## src/hdl/afc_pkg.sv

```systemverilog
// Shared constants and types for the AABB frustum cull test block.
package afc_pkg;

    // Number of stored planes and fraction bits of the Q format
    localparam int PLANE_COUNT      = 6;
    localparam int FRAC_BITS        = 16;
    localparam int COEFFS_PER_PLANE = 4;
    localparam int STORE_DEPTH      = PLANE_COUNT * COEFFS_PER_PLANE;
    localparam int STORE_AW         = $clog2(STORE_DEPTH);
    localparam int COORD_W          = 32;
    localparam int PROD_W           = 2 * COORD_W;
    // Three full products plus the scaled offset stay below 2^64 in magnitude
    localparam int ACC_W            = PROD_W + 2;

    // Command codes
    localparam logic CMD_WRITE = 1'b0;
    localparam logic CMD_TEST  = 1'b1;

    // Coefficient codes within a plane
    localparam logic [1:0] COEFF_A = 2'd0;
    localparam logic [1:0] COEFF_B = 2'd1;
    localparam logic [1:0] COEFF_C = 2'd2;
    localparam logic [1:0] COEFF_D = 2'd3;

    typedef logic signed [COORD_W-1:0] coord_t;
    typedef coord_t [2:0] corner_t;

    // Control from the sequencer to the multiply-accumulate unit
    typedef struct packed {
        logic       load;       // latch box corners, clear accumulator and verdict
        logic       valid;      // one coefficient term issued this cycle
        logic [1:0] sel;        // which coefficient the term uses
        logic       plane_end;  // term closes the current plane
    } mac_ctrl_t;

endpackage

```

## src/hdl/afc_mac_unit.sv

```systemverilog
// Shared multiplier and wide accumulator that evaluates one plane term per cycle.
module afc_mac_unit
    import afc_pkg::*;
(
    input  logic      clk,
    input  logic      rst_n,
    input  mac_ctrl_t ctrl,
    input  corner_t   box_min,
    input  corner_t   box_max,
    input  coord_t    coeff,
    output logic      culled
);

    corner_t                    min_reg;
    corner_t                    max_reg;
    logic signed [PROD_W-1:0]   prod_reg;
    logic signed [PROD_W-1:0]   prod_next;
    logic                       pvalid_reg;
    logic                       pend_reg;
    logic signed [ACC_W-1:0]    acc_reg;
    logic signed [ACC_W-1:0]    acc_sum;
    logic                       culled_reg;
    coord_t                     point;

    // Corner pick: max coordinate for a non-negative normal component
    always_comb
    begin
        case (ctrl.sel)
            COEFF_A: point = coeff[COORD_W-1] ? min_reg[0] : max_reg[0];
            COEFF_B: point = coeff[COORD_W-1] ? min_reg[1] : max_reg[1];
            COEFF_C: point = coeff[COORD_W-1] ? min_reg[2] : max_reg[2];
            default: point = '0;
        endcase
    end

    // Product or scaled offset term
    always_comb
    begin
        if (ctrl.sel == COEFF_D)
        begin
            prod_next = PROD_W'(coeff) <<< FRAC_BITS;
        end
        else
        begin
            prod_next = PROD_W'(coeff) * PROD_W'(point);
        end
    end

    assign acc_sum = acc_reg + ACC_W'(prod_reg);

    // Box corner latch and product register
    always_ff @(posedge clk)
    begin
        if (ctrl.load)
        begin
            min_reg <= box_min;
            max_reg <= box_max;
        end
        prod_reg <= prod_next;
    end

    // Term register control, accumulator and verdict
    always_ff @(posedge clk or negedge rst_n)
    begin
        if (!rst_n)
        begin
            pvalid_reg <= 1'b0;
            pend_reg   <= 1'b0;
            acc_reg    <= '0;
            culled_reg <= 1'b0;
        end
        else if (ctrl.load)
        begin
            pvalid_reg <= 1'b0;
            pend_reg   <= 1'b0;
            acc_reg    <= '0;
            culled_reg <= 1'b0;
        end
        else
        begin
            pvalid_reg <= ctrl.valid;
            pend_reg   <= ctrl.plane_end;
            if (pvalid_reg)
            begin
                if (pend_reg)
                begin
                    // negative plane sum culls; zero counts as inside
                    culled_reg <= culled_reg | acc_sum[ACC_W-1];
                    acc_reg    <= '0;
                end
                else
                begin
                    acc_reg <= acc_sum;
                end
            end
        end
    end

    assign culled = culled_reg;

endmodule

```

## config.mk

```make
export PLATFORM = sky130hd
export DESIGN_NAME = afc_mac_unit
export DESIGN_NICKNAME = d
export VERILOG_FILES = /design/src/hdl/afc_pkg.sv /design/src/hdl/afc_mac_unit.sv
export SDC_FILE = /design/constraint.sdc
export NUM_CORES = 2
export LEC_CHECK = 0
export BUFFER_PORTS_ARGS = -buffer_cell sky130_fd_sc_hd__buf_2
export CORE_UTILIZATION = 35
export CTS_BUF_LIST = sky130_fd_sc_hd__clkbuf_4 sky130_fd_sc_hd__clkbuf_8
export DETAILED_ROUTE_END_ITERATION = 10
export SLEW_MARGIN = 0
export SYNTH_ARGS = -nofsm -noshare
export SYNTH_HDL_FRONTEND = slang
export SYNTH_SLANG_ARGS = --single-unit
```

## constraint.sdc

```tcl
create_clock -name clk -period 13.45 [get_ports clk]
set_clock_uncertainty 0.2 [all_clocks]
set_input_delay 2.0175 -clock clk [delete_from_list [all_inputs] [get_ports clk]]
set_output_delay 2.0175 -clock clk [all_outputs]
set_load 0.01 [all_outputs]
```

# After elaboration in Yosys (flattened, before gate mapping)
# Cells that the tools add are included.
# Widths: inputs -> output; s select.
# totals
register_bits,325
input_bits,231
out_inout_bits,1
word_cells,35
# classes
add_sub_neg,1
mul,1
eq_ne,3
mux,13
bitwise,1
n_reduce_logical,4
# op_table
op,n
$mux 66,3
$mux 32,3
$pmux 32 s3,1
$add 66x64->66,1
$mul 32x32->64,1
$mux 64,1
$mux 1,5
$eq 2x2->1 const B,2
$reduce_bool 2->1,2
$eq 2x1->1 const B,1
$logic_not 2->1,1
$reduce_and 2->1,1
$or 1x1->1,1

# Longest topological paths before layout
# depth
ltp_word,5
depth_mapped,36
mapped_depth_nobuf,32

# Least setup slack after synthesis
# Ideal clock, no wire load.
# synth_timing
path_type,input to register
start,input ctrl[1] (netlist name)
end,register prod_reg[60]
setup_ns,0.079
arrival_ns,10.184
required_ns,13.171
path_slack_ns,2.987
stages,30
path_buffers,3
cell_sequence,buf_2 > buf_1 > mux2i_1 > o21ai_0 > nand2_1 > inv_1 > fa_1 > fa_1 > fa_1 > fa_1 > inv_1 > fa_1 > inv_1 > fa_1 > inv_1 > fa_1 > inv_1 > fa_1 > ha_1 > clkbuf_1 > a21o_1 > a21oi_1 > a21bo_2 > a31oi_1 > o21ai_0 > a21oi_1 > o41ai_2 > o21ai_0 > mux2_2 > o211ai_1
# synth_between
elab_chain_cells,4
elab_cells_between_ends,7
classes_between,mul: 1; eq/ne: 3; mux: 2; reduce/logical: 1
# synth_rtl
element,line_no,rtl
start: declaration,afc_mac_unit.sv:7,"input mac_ctrl_t ctrl,"
$eq 2x2->1 (tied with other cells),afc_mac_unit.sv:28,case (ctrl.sel)
$pmux 32 s3,afc_mac_unit.sv:28,
$mul 32x32->64,afc_mac_unit.sv:45,prod_next = PROD_W'(coeff) * PROD_W'(point);
$mux 64 *,afc_mac_unit.sv:39,if (ctrl.sel == COEFF_D)
named net prod_next[60],afc_mac_unit.sv:17,logic signed [PROD_W-1:0] prod_next;
end signal: assignment,afc_mac_unit.sv:59,prod_reg <= prod_next;
end: declaration,afc_mac_unit.sv:16,logic signed [PROD_W-1:0] prod_reg;
# Mark *: on every way through the listed nets, which the timed path passes. The rest lies on a longest branch.
# A chain may end at the register's enable or synchronous reset.

# Final worst setup path
# layout_timing
start,input ctrl[1] (netlist name)
end,register prod_reg[51]
# Same word-level chain as after synthesis.

==> metrics.md <==
| Metric | Value |
|---|---|
| Placed Cells | 7231 |
| Final non-filler cell total | 7332 |
| Clock sinks | between 300 and 400 |
| Post-CTS Setup Bufs | 0 |
| Worst EP required | ~14000 ps |
| Cts bufs inserted | 55 |
| R2R depth | 27 |
| Residual DRC | 0 |
| Tmin final | 11730 ps |
| Hpwl dp | roughly 110 mm |
| Number of global-route vias before repair | 40198 |
| Number of synthesized flops with an enable pin | 192 |
| Flops & latches, synth | approximately 330 |
| CTS tree | done |
| Setup TNS | 0 ps |
| Mean Syn Cell Area | 9.73 um^2 |
| CTS Hold Bufs | 0 |
| Worst Tran Pin Value | 1340 ps |
| # nets final | slightly below 7000 |
| Placeable Area | 146000 um^2 |
| First-pass GRT wire length | 227 mm |
| Cell variety after synth | just over 80 |
| FF+latch area | 8770 um^2 |
| Internal reg-to-reg setup slack | 3730 ps |
| RSZ-0062 raised after global routing | no |
| Maximum clock insertion buffer count | 3 |
| Clock Tree Root | clkbuf_8 |
| WL final | 139 mm |
| H-Tree Depth | 2 |
| Yosys Warn Count | 0 |
| Top cells by area, synth | fa_1 42%, edfxtp_1 11%, inv_1 7.1% |
| Footprint of the multi-input gates | about 38000 um^2 |
| Fin util | about two fifths |
| Crit share post-route | 87.2% |
| Starting DRT DRC Count | 2223 |
| DR WL/cell | 19.0 um |
| Worst-path clk slew | 60 ps |
| Crit path kind | input port to flip-flop |
| Slowest cell delay on critical path | 720 ps |
| Most frequent CP cell | fa_1 |
| Top FF cell, synth | edfxtp_1 |
| Crit path DAT | 12080 ps |
| Initial antenna violation count | 8 |
| Status | completed |
| # setup viols final | 0 |
| Startpoint Class | input port |
| Die area | 150000 um^2 |
| Maximum fanout along the worst path | 36 |
| Hold Path Depth | 2 |
| Die Width | 387 um |
| Share of cells above drive strength 1 | 8.54% |
| ANT nets after route | 0 |
| Relative max-transition margin | 10.5% |
| Die H | 387 um |
| Clk_lat worst skew | 690 ps |
| FILL cells | 14557 |
| Most frequent cell after synthesis | fa_1 |
| Largest net degree at the start of global routing | 75 |
| Max-slew violation count | 0 |
| DRT Pass-1 Iters | 5 |
| Crit path capture type | flip-flop |
| Total global-route track usage | roughly a fifth |
| Syn Nets | 6887 |
| Area Overhead vs Synth | 8.08% |
| Max_cap viols | 0 |
| Placed inst area | 54800 um^2 |
| Top cell type's share of synthesized area | between 40% and 50% |
| Via-to-Cell Ratio | around 5 |
| Top post-synthesis cells by count | 1083 x fa_1, 986 x inv_1, 650 x nand2_1, 510 x and2_1, 271 x clkbuf_1 |
| Hold WC Path Type | flip-flop to flip-flop |
| CP max-delay cell | o21ai_0 |
| Hold Violations, Final | 0 |
| Cell area after layout | ~56000 um^2 |
| Via count | roughly 37000 |
| Initial Utilization | 35.4% |
| Sequential area share after synthesis | roughly 17% |
| FMAX | 85.2 MHz |
| Cell Area, Synth | 51800 um^2 |
| Area leader, netlist | fa_1 |
| CTS resizes | 0 |
| PortBufs | 231 |
| Overflow after GRT | 0 |
| Synth async-reset ratio | 21.2% |
| Row count | 140 |
| GPL Wtd Cong | between 0.9 and 1 |
| Top Ports | 232 |
| Gate Count Post-Synth | 5324 |
==> critical path, delay by kind of cell <==
| family | cells | cell delay [ps] |
|---|---|---|
| adder cells (fa/ha/maj) | 9 | 4440 |
| AO/OA/AOI/OAI | 7 | 2530 |
| multiplexers | 1 | 130 |
| buffers and inverters | 7 | 1640 |
| XOR/XNOR | 1 | 190 |
| AND/OR/NAND/NOR | 4 | 1060 |
==> final timing paths <==
path                                         start                      end
min                        acc_reg[46]$_DFFE_PN0P_  acc_reg[46]$_DFFE_PN0P_
max                                        ctrl[1]     prod_reg[51]$_DFF_P_
max in group asynchronous                    rst_n  acc_reg[31]$_DFFE_PN0P_
min in group asynchronous                    rst_n   acc_reg[0]$_DFFE_PN0P_
min reg2reg                acc_reg[46]$_DFFE_PN0P_  acc_reg[46]$_DFFE_PN0P_
max reg2reg                   min_reg[2]$_DFFE_PP_     prod_reg[51]$_DFF_P_
==> area by class of cell <==
type | count | area share [%]
well taps | 1917 | 4.28
inverters | 986 | 6.61
multi-input cells | 3711 | 68.4
repair buffers | 292 | 2.91
diodes | 4 | 0.0179
clock inverters | 27 | 0.480
flip-flops and latches | 325 | 15.7
clock buffers | 70 | 1.61
==> cells by family (layout without fill, tap and decap cells) <==
logic type                 after synthesis  after routing  synth area share [%]
adders and majority gates             1332           1332                  47.9
DFF                                    325            325                  16.9
other                                    0              4                     0
and+or+nand+nor                       1550           1550                  14.6
muxes                                   69             69                  1.34
xor gates and xnor gates               118            118                  1.99
AOI/OAI and AO/OA                      642            642                  7.88
buffers and inverters                 1288           1375                  9.37
==> metrics by stage <==
stage	hold WS, ps	setup WS, ps
2_1_floorplan	251	2990
3_3_place_gp	265	1160
3_5_place_dp	275	1130
4_1_cts	288	1870
5_1_grt	315	1390
6_report	283	1720
==> per-layer routing <==
metal | share of wire [%] | routed length [um] | GRT usage [%]
met1 | 43 | 60100 | 26.1
met2 | 48 | 66000 | 32.1
met4 | 2.8 | 3890 | 5.33
met5 | 0.020 | 28 | 0
met3 | 6.5 | 9010 | 2.42
==> cells in the final DEF, fill, tap and decap left out, drive strengths merged, types with 41 or more instances in the layout <==
cell type	Yosys	final
buf	30	291
xnor2	71	71
mux2i	67	67
and2	511	511
clkbuf	272	71
xor2	47	47
dfrtp	69	69
ha	249	249
a211oi	46	46
a21o	69	69
nand4	41	41
o21ai	153	153
nor2	196	196
fa	1083	1083
nand2	650	650
inv	986	987
dfxtp	64	64
edfxtp	192	192
a21oi	214	214
Power is left out: the tool's default activity adds up to more than one toggle a clock period on the data nets, which glitch-free logic cannot reach.
